$ cat src/sv/assert_macros.svh
// Assertion macros used by the ATR parser RTL.
// No dependencies; included by files that carry concurrent assertions.
`ifndef ASSERT_MACROS_SVH
`define ASSERT_MACROS_SVH
`ifndef SYNTHESIS
// Same-cycle implication, disabled while reset is low.
`define ASSERT_SAME(lbl, clk, rst_n, ante, cons, msg) \
    lbl: assert property (@(posedge clk) disable iff (!rst_n) (ante) |-> (cons)) \
        else $error(msg);
// Next-cycle implication, disabled while reset is low.
`define ASSERT_NEXT(lbl, clk, rst_n, ante, cons, msg) \
    lbl: assert property (@(posedge clk) disable iff (!rst_n) (ante) |=> (cons)) \
        else $error(msg);
`else
`define ASSERT_SAME(lbl, clk, rst_n, ante, cons, msg)
`define ASSERT_NEXT(lbl, clk, rst_n, ante, cons, msg)
`endif
`endif

$ cat src/sv/scatr_pkg.sv
// Package for the smart card ATR parser: item types, codes and defaults.
// No dependencies; used by scatr_parser and smart_card_atr_parser_core.
package scatr_pkg;

    // Parameter defaults
    localparam int ATR_BYTES_DEF  = 32;
    localparam int MAX_GROUPS_DEF = 7;

    // Input opcodes
    localparam logic [1:0] OP_START = 2'd0;
    localparam logic [1:0] OP_BYTE  = 2'd1;
    localparam logic [1:0] OP_FAIL  = 2'd2;

    // Parse status codes
    localparam logic [1:0] ST_IDLE     = 2'd0;
    localparam logic [1:0] ST_RECEIVE  = 2'd1;
    localparam logic [1:0] ST_COMPLETE = 2'd2;
    localparam logic [1:0] ST_FAILED   = 2'd3;

    // Byte roles
    localparam logic [3:0] ROLE_NONE = 4'd0;
    localparam logic [3:0] ROLE_TS   = 4'd1;
    localparam logic [3:0] ROLE_T0   = 4'd2;
    localparam logic [3:0] ROLE_TA   = 4'd3;
    localparam logic [3:0] ROLE_TB   = 4'd4;
    localparam logic [3:0] ROLE_TC   = 4'd5;
    localparam logic [3:0] ROLE_TD   = 4'd6;
    localparam logic [3:0] ROLE_HIST = 4'd7;
    localparam logic [3:0] ROLE_TCK  = 4'd8;

    // Valid TS characters (direct and inverse convention)
    localparam logic [7:0] TS_DIRECT  = 8'h3B;
    localparam logic [7:0] TS_INVERSE = 8'h3F;

    typedef struct packed {
        logic [1:0] opcode;
        logic [7:0] byte_value;
    } in_t;

    typedef struct packed {
        logic [1:0] parse_status;
        logic [3:0] byte_role;
        logic [4:0] byte_position;
        logic [5:0] answer_length;
        logic       check_byte_needed;
        logic [3:0] historical_total;
    } out_t;

    // One item presented to the parse step
    typedef struct packed {
        logic en;
        in_t  item;
    } step_t;

endpackage

$ cat src/sv/smart_card_atr_parser_core.sv
// ATR parser core: from input accept to result valid an item passes the input
// register, then the parse step into the result register.
// Throughput is one item per cycle while the result side is not stalled; the
// parse phase register closes its loop through the combinational parse step.
// Reset: aresetn (synchronous, active low) empties both stages and sets the
// parser to idle with all counters cleared. Depends on scatr_pkg, scatr_parser.
module smart_card_atr_parser_core #(
    parameter int ATR_BYTES  = scatr_pkg::ATR_BYTES_DEF,
    parameter int MAX_GROUPS = scatr_pkg::MAX_GROUPS_DEF
) (
    input  logic             aclk,
    input  logic             aresetn,
    input  logic             s_valid,
    output logic             s_ready,
    input  scatr_pkg::in_t   s_data,
    output logic             m_valid,
    input  logic             m_ready,
    output scatr_pkg::out_t  m_data
);
    import scatr_pkg::*;

    logic  in_valid_reg;
    in_t   in_data_reg;
    logic  m_valid_reg;
    out_t  m_data_reg;
    logic  adv;
    step_t step;
    out_t  result;

    // Handshake: result stage advances when empty or taken
    assign adv       = !m_valid_reg || m_ready;
    assign s_ready   = !in_valid_reg || adv;
    assign step.en   = in_valid_reg && adv;
    assign step.item = in_data_reg;

    scatr_parser #(
        .ATR_BYTES (ATR_BYTES),
        .MAX_GROUPS(MAX_GROUPS)
    ) u_parser (
        .aclk   (aclk),
        .aresetn(aresetn),
        .step   (step),
        .result (result)
    );

    // Stage valid flags
    always_ff @(posedge aclk) begin
        if (!aresetn) begin
            in_valid_reg <= 1'b0;
            m_valid_reg  <= 1'b0;
        end else begin
            if (s_ready) in_valid_reg <= s_valid;
            if (adv) m_valid_reg <= in_valid_reg;
        end
    end

    // Stage payloads
    always_ff @(posedge aclk) begin
        if (s_valid && s_ready) in_data_reg <= s_data;
        if (step.en) m_data_reg <= result;
    end

    assign m_valid = m_valid_reg;
    assign m_data  = m_data_reg;

endmodule

$ cat src/sv/scatr_parser.sv
// ATR parse state and combinational parse step producing one result per item.
// Depends on scatr_pkg and assert_macros.svh.
`include "assert_macros.svh"
module scatr_parser #(
    parameter int ATR_BYTES  = scatr_pkg::ATR_BYTES_DEF,
    parameter int MAX_GROUPS = scatr_pkg::MAX_GROUPS_DEF
) (
    input  logic              aclk,
    input  logic              aresetn,
    input  scatr_pkg::step_t  step,
    output scatr_pkg::out_t   result
);
    import scatr_pkg::*;

    localparam int CW = $clog2(ATR_BYTES + 1);
    localparam int GW = $clog2(MAX_GROUPS + 2);
    localparam logic [CW-1:0] CNT_LIMIT = CW'(ATR_BYTES);
    localparam logic [GW-1:0] GRP_LIMIT = GW'(MAX_GROUPS);

    // Parse phases
    localparam logic [2:0] PH_IDLE  = 3'd0;
    localparam logic [2:0] PH_TS    = 3'd1;
    localparam logic [2:0] PH_T0    = 3'd2;
    localparam logic [2:0] PH_IFACE = 3'd3;
    localparam logic [2:0] PH_HIST  = 3'd4;
    localparam logic [2:0] PH_TCK   = 3'd5;
    localparam logic [2:0] PH_DONE  = 3'd6;
    localparam logic [2:0] PH_FAIL  = 3'd7;

    logic [2:0]    phase_reg, phase_next;
    logic [3:0]    pend_reg, pend_next;
    logic [3:0]    hleft_reg, hleft_next;
    logic [GW-1:0] grp_reg, grp_next;
    logic [CW-1:0] cnt_reg, cnt_next;
    logic          tck_reg, tck_next;
    logic [3:0]    hheld_reg, hheld_next;

    logic          active;
    logic          close_grp;
    logic [1:0]    bsel;
    logic [3:0]    pend_clr;
    logic [3:0]    role;
    logic [4:0]    pos;
    logic [7:0]    v;

    // Phase following the interface bytes, from the updated counters
    function automatic logic [2:0] after_iface(input logic [3:0] pend,
                                               input logic [3:0] hleft,
                                               input logic       tck);
        logic [2:0] ph;
        if (pend != 4'd0) ph = PH_IFACE;
        else if (hleft != 4'd0) ph = PH_HIST;
        else if (tck) ph = PH_TCK;
        else ph = PH_DONE;
        return ph;
    endfunction

    assign v      = step.item.byte_value;
    assign active = (phase_reg >= PH_TS) && (phase_reg <= PH_TCK);

    // Lowest pending interface byte among TA, TB, TC; TD otherwise
    always_comb begin
        priority if (pend_reg[0]) bsel = 2'd0;
        else if (pend_reg[1]) bsel = 2'd1;
        else if (pend_reg[2]) bsel = 2'd2;
        else bsel = 2'd3;
    end
    assign pend_clr = pend_reg & ~(4'b0001 << bsel);

    // Parse step
    always_comb begin
        phase_next = phase_reg;
        pend_next  = pend_reg;
        hleft_next = hleft_reg;
        grp_next   = grp_reg;
        cnt_next   = cnt_reg;
        tck_next   = tck_reg;
        hheld_next = hheld_reg;
        role       = ROLE_NONE;
        pos        = 5'd0;
        close_grp  = 1'b0;
        if (step.en) begin
            unique case (step.item.opcode)
                OP_START: begin
                    phase_next = PH_TS;
                    pend_next  = 4'd0;
                    hleft_next = 4'd0;
                    grp_next   = '0;
                    cnt_next   = '0;
                    tck_next   = 1'b0;
                    hheld_next = 4'd0;
                end
                OP_FAIL: begin
                    if (active) begin
                        phase_next = PH_FAIL;
                        cnt_next   = '0;
                    end
                end
                OP_BYTE: begin
                    if (active) begin
                        pos      = 5'(cnt_reg);
                        cnt_next = cnt_reg + 1'b1;
                        unique case (phase_reg)
                            PH_TS: begin
                                role = ROLE_TS;
                                if (v == TS_DIRECT || v == TS_INVERSE) begin
                                    phase_next = PH_T0;
                                end else begin
                                    phase_next = PH_FAIL;
                                    cnt_next   = '0;
                                end
                            end
                            PH_T0: begin
                                role       = ROLE_T0;
                                hheld_next = v[3:0];
                                hleft_next = v[3:0];
                                pend_next  = v[7:4];
                                phase_next = after_iface(v[7:4], v[3:0], tck_reg);
                                close_grp  = (v[7:4] == 4'd0);
                            end
                            PH_IFACE: begin
                                role = ROLE_TA + {2'b00, bsel};
                                if (bsel == 2'd3) begin
                                    // TD: protocol nibble and next bitmap
                                    tck_next  = tck_reg | (v[3:0] != 4'd0);
                                    pend_next = v[7:4];
                                    close_grp = 1'b1;
                                end else begin
                                    pend_next = pend_clr;
                                    close_grp = (pend_clr == 4'd0);
                                end
                                phase_next = after_iface(pend_next, hleft_reg, tck_next);
                            end
                            PH_HIST: begin
                                role       = ROLE_HIST;
                                hleft_next = hleft_reg - 1'b1;
                                if (hleft_next == 4'd0) begin
                                    phase_next = tck_reg ? PH_TCK : PH_DONE;
                                end
                            end
                            default: begin
                                role       = ROLE_TCK;
                                phase_next = PH_DONE;
                            end
                        endcase
                        // Group limit
                        if (close_grp) begin
                            grp_next = grp_reg + 1'b1;
                            if (grp_next > GRP_LIMIT) begin
                                phase_next = PH_FAIL;
                                cnt_next   = '0;
                            end
                        end
                        // Buffer limit with more bytes still expected
                        if (phase_next != PH_FAIL && phase_next != PH_DONE &&
                            cnt_next >= CNT_LIMIT) begin
                            phase_next = PH_FAIL;
                            cnt_next   = '0;
                        end
                    end
                end
                default: begin
                end
            endcase
        end
    end

    // Result for this item
    always_comb begin
        unique case (phase_next)
            PH_IDLE: result.parse_status = ST_IDLE;
            PH_DONE: result.parse_status = ST_COMPLETE;
            PH_FAIL: result.parse_status = ST_FAILED;
            default: result.parse_status = ST_RECEIVE;
        endcase
        result.byte_role         = role;
        result.byte_position     = pos;
        result.answer_length     = 6'(cnt_next);
        result.check_byte_needed = tck_next;
        result.historical_total  = hheld_next;
    end

    // State registers
    always_ff @(posedge aclk) begin
        if (!aresetn) begin
            phase_reg <= PH_IDLE;
            pend_reg  <= 4'd0;
            hleft_reg <= 4'd0;
            grp_reg   <= '0;
            cnt_reg   <= '0;
            tck_reg   <= 1'b0;
            hheld_reg <= 4'd0;
        end else begin
            phase_reg <= phase_next;
            pend_reg  <= pend_next;
            hleft_reg <= hleft_next;
            grp_reg   <= grp_next;
            cnt_reg   <= cnt_next;
            tck_reg   <= tck_next;
            hheld_reg <= hheld_next;
        end
    end

    // Assertions
    `ASSERT_SAME(a_fail_clears_len, aclk, aresetn, phase_reg == PH_FAIL, cnt_reg == '0, "failed parse holds bytes")
    `ASSERT_SAME(a_cnt_bound, aclk, aresetn, cnt_reg >= CNT_LIMIT, phase_reg == PH_DONE, "byte count beyond buffer")
    `ASSERT_SAME(a_iface_pending, aclk, aresetn, phase_reg == PH_IFACE, pend_reg != 4'd0, "interface phase with no bits")
    `ASSERT_NEXT(a_start, aclk, aresetn, step.en && step.item.opcode == OP_START, phase_reg == PH_TS && cnt_reg == '0 && grp_reg == '0, "start did not restart")

endmodule

$ cat config.mk
export PLATFORM = sky130hd
export DESIGN_NAME = smart_card_atr_parser_core
export DESIGN_NICKNAME = d
export VERILOG_FILES = /design/src/sv/scatr_pkg.sv /design/src/sv/smart_card_atr_parser_core.sv /design/src/sv/scatr_parser.sv
export VERILOG_INCLUDE_DIRS = /design/src /design/src/sv
export SDC_FILE = /design/constraint.sdc
export NUM_CORES = 1
export LEC_CHECK = 0
export BUFFER_PORTS_ARGS = -buffer_cell sky130_fd_sc_hd__buf_2
export CAP_MARGIN = 20
export CORE_MARGIN = 2
export CORE_UTILIZATION = 45
export DETAILED_ROUTE_END_ITERATION = 12
export GPL_TIMING_DRIVEN = 0
export MAX_ROUTING_LAYER = met4
export SETUP_SLACK_MARGIN = 0.15
export SLEW_MARGIN = 20
export SYNTH_ARGS = -nofsm -noshare
export SYNTH_HDL_FRONTEND = slang
export SYNTH_SLANG_ARGS = --single-unit
$ cat constraint.sdc
create_clock -name aclk -period 3 [get_ports aclk]
set_input_delay 0.15 -clock aclk [delete_from_list [all_inputs] [get_ports aclk]]
set_output_delay 0.15 -clock aclk [all_outputs]
set_load 0.05 [all_outputs]
* After elaboration in Yosys (flattened, before gate mapping)
Index checks and enable logic that the tools add are counted.
** Operators by class
- $add $sub $neg :: 4
- Bitwise operators :: 3
- Shifts and indexed selects :: 1
- Order comparisons :: 4
- Muxes and demuxes :: 68
- Reduce and logical (&&, ||, !) cells :: 24
- Div/mod/pow operators :: 0
- $mul :: 0
- Equality and inequality tests :: 17
** Operators with widths (number)
- 6-bit 2-to-1 mux :: 11
- 4-bit 2-to-1 mux :: 12
- 4-bit one-hot mux with 2 select lines :: 6
- 3-bit 2-to-1 mux :: 15
- 6-bit one-hot mux with 3 select lines :: 1
- 8-bit by 6-bit equality test with 1-bit output (second input constant) :: 2
- 4-bit one-hot mux with 4 select lines :: 1
- 4-bit nonzero test :: 4
- 1-bit 2-to-1 mux :: 13
- 4-bit logical NOT :: 3
- 3-bit inequality test (second input constant) :: 4
- 3-bit one-hot mux with 4 select lines :: 1
- 4-bit AND reduction :: 3
- 3-bit equality test (second input constant) :: 3
- 3-bit one-hot mux with 3 select lines :: 1
- 2-bit 2-to-1 mux :: 4
- 6-bit by 1-bit adder with 6-bit output (second input constant) :: 1
- 3-bit by 2-bit equality test with 1-bit output (second input constant) :: 2
- 6-bit greater-or-equal comparator (second input constant) :: 1
- 2-bit one-hot mux with 3 select lines :: 1
- 1-bit logical AND :: 5
- 4-bit by 1-bit adder with 4-bit output (second input constant) :: 1
- 4-bit bitwise AND :: 1
- 2-bit equality test (second input constant) :: 2
- other kinds (18) :: 23
** Word-level totals
- Logic and storage cells :: 138
- RAM bits :: 0
- Input bits :: 14
- ROM bits :: 0
- Memories kept :: 0
- Flip-flop bits (word level) :: 60
- Output and inout bits :: 24
- Latch bits :: 0

* Depth between registers and ports, before layout
- Word-level depth :: 28
- Gate-level depth with buffers :: 11
- Mapped depth without buffers :: 11

* Hierarchy
Synthesis repeated with hierarchy kept, for this count alone.
** Unflattened totals
- Cells, all modules :: 318
- Area, all modules :: 3180.6 um2
** Modules (own cells, without submodules)
- scatr_parser :: times used 1, area each 2115.8 um2, sequential area each 520.5 um2, cells each 277
- smart_card_atr_parser_core :: times used 1, area each 1064.8 um2, sequential area each 1001.0 um2, cells each 41

* Worst setup path before layout
Ideal clock, no wire load.
- Path type :: register to register
- Start point :: reg u_parser.pend_reg[1]
- End point :: reg m_data_reg, in the netlist m_data[20], data pin
- Path buffers :: 0
- Cell stages (with the launch flop) :: 12
- Required time :: 2.735 ns
- Period minus slack after synthesis :: 2.610 ns
- Data arrival time :: 2.345 ns
- Path slack :: 0.390 ns
- Library setup time :: 0.265 ns
- Path through :: dfxtp_1 > inv_1 > a21oi_1 > inv_1 > ha_1 > nand2b_1 > a21oi_1 > a2111oi_4 > or3b_2 > o31ai_1 > and2_0 > o21ai_2
** RTL lines
- from (decl) :: RTL line scatr_parser.sv:31 : logic [3:0] pend_reg, pend_next;
- from (signal assigned) :: RTL line scatr_parser.sv:195 : pend_reg <= pend_next;
- to (signal assigned) :: RTL line smart_card_atr_parser_core.sv:60 : if (step.en) m_data_reg <= result;
- to (decl) :: RTL line smart_card_atr_parser_core.sv:25 : out_t m_data_reg;

==> metrics.md <==
| Metric | Value |
|---|---|
| Outcome | finished clean |
| Endpoints failing setup | 0 |
| Number of global-route vias before repair | 2397 |
| Max reg flops | 22 |
| Clock skew | 9.34 ps |
| Final period util | 0.905 |
| Slew HR | 0.400 |
| Core area | 6720 um2 |
| Total global-route track usage | 0.207 |
| Seq/Total Area, Yosys | 0.491 |
| Worst path arrival time | between 2000 and 3000 ps |
| Reg2reg end | m_data[20] |
| Hold_sp | s_valid |
| Pre-antenna DRT Iters | 4 |
| Die Wd | 87.0 um |
| Slowest-stage cell, CP | or3b_2 |
| Die height | 87.0 um |
| Syn avg cell area | ~10 um2 |
| CP peak stage delay | 480 ps |
| Final wirelength | 6.99 mm |
| Placed cell area | 3390 um2 |
| Max Clock Freq | approximately 370 MHz |
| Async set-reset flop share out of synthesis | 0 |
| Ys Warns | 0 |
| # H-tree levels | 3 |
| Mapped Nets | 331 |
| I/O pin count | 38 |
| CP Buf/Inv Count | 2 |
| Overall power | 0.00179 W |
| Crit path max fanout | 4 |
| WP data required | 3070 ps |
| Via count | between 2000 and 3000 |
| Cell taking the most area after synthesis | edfxtp_1 |
| DR iter-0 viols | 130 |
| R2R cell count | 11 |
| Min Hold Slack | around 44 ps |
| Critical path launch point type | register |
| Worst hold path endpoint | in_valid_reg |
| Clock Path Buffers | 2 |
| Largest net degree at the start of global routing | 25 |
| Worst Tran Pin Value | ~900 ps |
| CP delay by family, top | compound AO/OA/AOI/OAI gates |
| GR Overflow Total | 0 |
| CP endpoint kind | register |
| IO Port Bufs | 37 |
| Leak | about 1.4 nW |
| Nets | 391 |
| FILL cells | 598 |
| Clock Sink Count | 60 |
| Cell mode on critical path | inv_1 |
| Final Util | 0.555 |
| Critical path startpoint | u_parser.pend_reg[1] |
| Post-Synthesis Cells | approximately 310 |
| Pwr/cell area | between 400 and 500 nW/um2 |
| First-pass GRT wire length | approximately 12 mm |
| Antenna violations before repair | 0 |
| Initial core utilization | 0.461 |
| RSZ-0062 raised after global routing | no |
| CTS root buf | clkbuf_8 |
| Synth Register Bits | 60 |
| R2r startpoint | u_parser.pend_reg[1] |
| Max-Cap Viols | 0 |
| Worst-Skew Late Latency | 340 ps |
| VDD IR max | 0.250 mV |
| Synth top area share | 0.310 |
| Area Growth Syn to Fin | 20.4% |
| Top area cells in the synthesized netlist | edfxtp_1, dfxtp_1, nor2_1, nand2_1, ha_1 |
| Final hold vios | 0 |
| Syn Std Cell Area | slightly above 3000 um2 |
| Unique masters post-synth | 63 |
| Fraction of layout cells with a size suffix above 1 | 0.222 |
| Post-synth EDFFs | 32 |
| Tmin final | roughly 2700 ps |
| Fin Setup TNS | 0 ps |
| Fin area | 3730 um2 |
| Hold path depth | 3 |
| Post-DRT Antenna Nets | 0 |
| CTS Buf Count | 9 |
| Synth Flop Type | edfxtp_1 |
| Critical-path cell list | inv_1, a21oi_1, inv_1, ha_1, nand2b_1, a21oi_4, a2111oi_4, or3b_2, o31ai_2, and2_0, o21ai_2 |
| # DRC | 0 |
| Routability cong. | 0.869 |
| Flop2flop setup slack | 290 ps |
| Die ar. | 7570 um2 |
| Slew Limit Fails | 0 |
| CTS tree | built |
| Diode count | 0 |
| Rows | 30 |
| Crit Path Class | register to register |
| HPWL after DPL | slightly above 5 mm |
| Worst-path clk slew | 70 ps |
| Hold WC Path Type | primary input to register |
| Wire length per cell | 15.4 um |
| Vias per Instance | 5.55 |
[timing repair]
item | in CTS | in global routing
setup buffers | 0 | 2
hold buffers | 10 | 0
pin swaps | 0 | 2
cloned | 0 | 0
gates resized for setup | 1 | 7
hold endpoints to repair | 10 | 0
endpoints found under the setup margin | 2 | 3
[final cells by class]
cell class	count	area [um2]	share of cell area
multi-input cells	225	1520	0.408
flip-flops and latches	60	1520	0.408
repair buffers	49	300	0.0805
clock buffers	11	141	0.0379
well taps	80	100	0.0268
clock inverters	5	51.3	0.0137
inverters	13	48.8	0.0131
plain buffers	11	46.3	0.0124
[placed cells by master (no fill, tap or decap), drive strengths merged, types with 7 or more instances in the layout]
master and count:
nand2 31, o211ai 7, nor2b 7, clkbuf 19, a21oi 19, and2 15, buf 42, nand3 9
nor2 34, dlygate4sd3 10, edfxtp 32, a22o 8, ha 8, o21ai 15, dfxtp 28, nor3 10
inv 12
[logic make-up (layout without fill, tap and decap cells)]
family	count (synthesis)	after routing	share of synthesized area
simple gates	132	132	0.218
compound gates	79	79	0.209
flops	60	60	0.491
buf+inv	24	89	0.0299
fa+ha+maj	8	8	0.0323
xor+xnor	4	4	0.0137
mux	2	2	0.00646
[synthesized netlist by cell type, types with 2 or more instances]
library cell and number:
nor3_1 10, dfxtp_1 28, clkbuf_1 7, nor2_2 2
a22oi_1 2, nor4_1 4, nand3_1 9, a21oi_1 19
nor2b_1 7, o22ai_1 2, o31ai_2 3, a31oi_1 3
and2_1 14, o211ai_2 6, xor2_1 2, or3_1 2
a22o_1 7, nand2b_1 5, inv_1 12, ha_1 8
o2111ai_1 4, o21ai_0 12, mux2i_1 2, nor2_1 32
and3_1 6, edfxtp_1 32, buf_2 2, buf_1 2
nand2_1 31
[through the flow]
| stage | setup slack [ps] | cells |
|---|---|---|
| after floorplan | 390 | 309 |
| after global placement | 40.4 | 426 |
| after detailed placement | 30.1 | 426 |
| after CTS | 152 | 452 |
| after global routing | 168 | 454 |
| final | 286 | 454 |
[per-layer routing]
metal	routed length [um]	global-route usage	vias to the layer above
li1	-	-	1254
met1	3350	0.269	1197
met2	3290	0.321	65
met3	284	0.0370	5
met4	59	0.0795	0
met5	0	-	-
[worst max path at each step]
stage | slack [ps] | cells past startpoint | end
6_report | 290 | 11 | m_data[20]
5_1_grt | 170 | 11 | m_data[20]
4_1_cts | 150 | 11 | m_data[20]
3_5_place_dp | 30 | 11 | m_data[20]
3_3_place_gp | 40 | 11 | m_data[20]
2_1_floorplan | 390 | 11 | m_data[20]
[power breakdown]
group / switching [W] / leakage [nW] / total (W) / internal [W]
Sequential: 0.0000158 / 0.537 / 0.000904 / 0.000888
Combinational: 0.000121 / 0.781 / 0.000172 / 0.0000517
Clock: 0.000309 / 0.0967 / 0.000709 / 0.000400
Total: 0.000445 / 1.41 / 0.00179 / 0.00134
[tightest hold or removal path: stages]
cell     delay, ps
buf_2           80
a21oi_1         30
nor2_1          70
(Power assumes the default switching activity.)
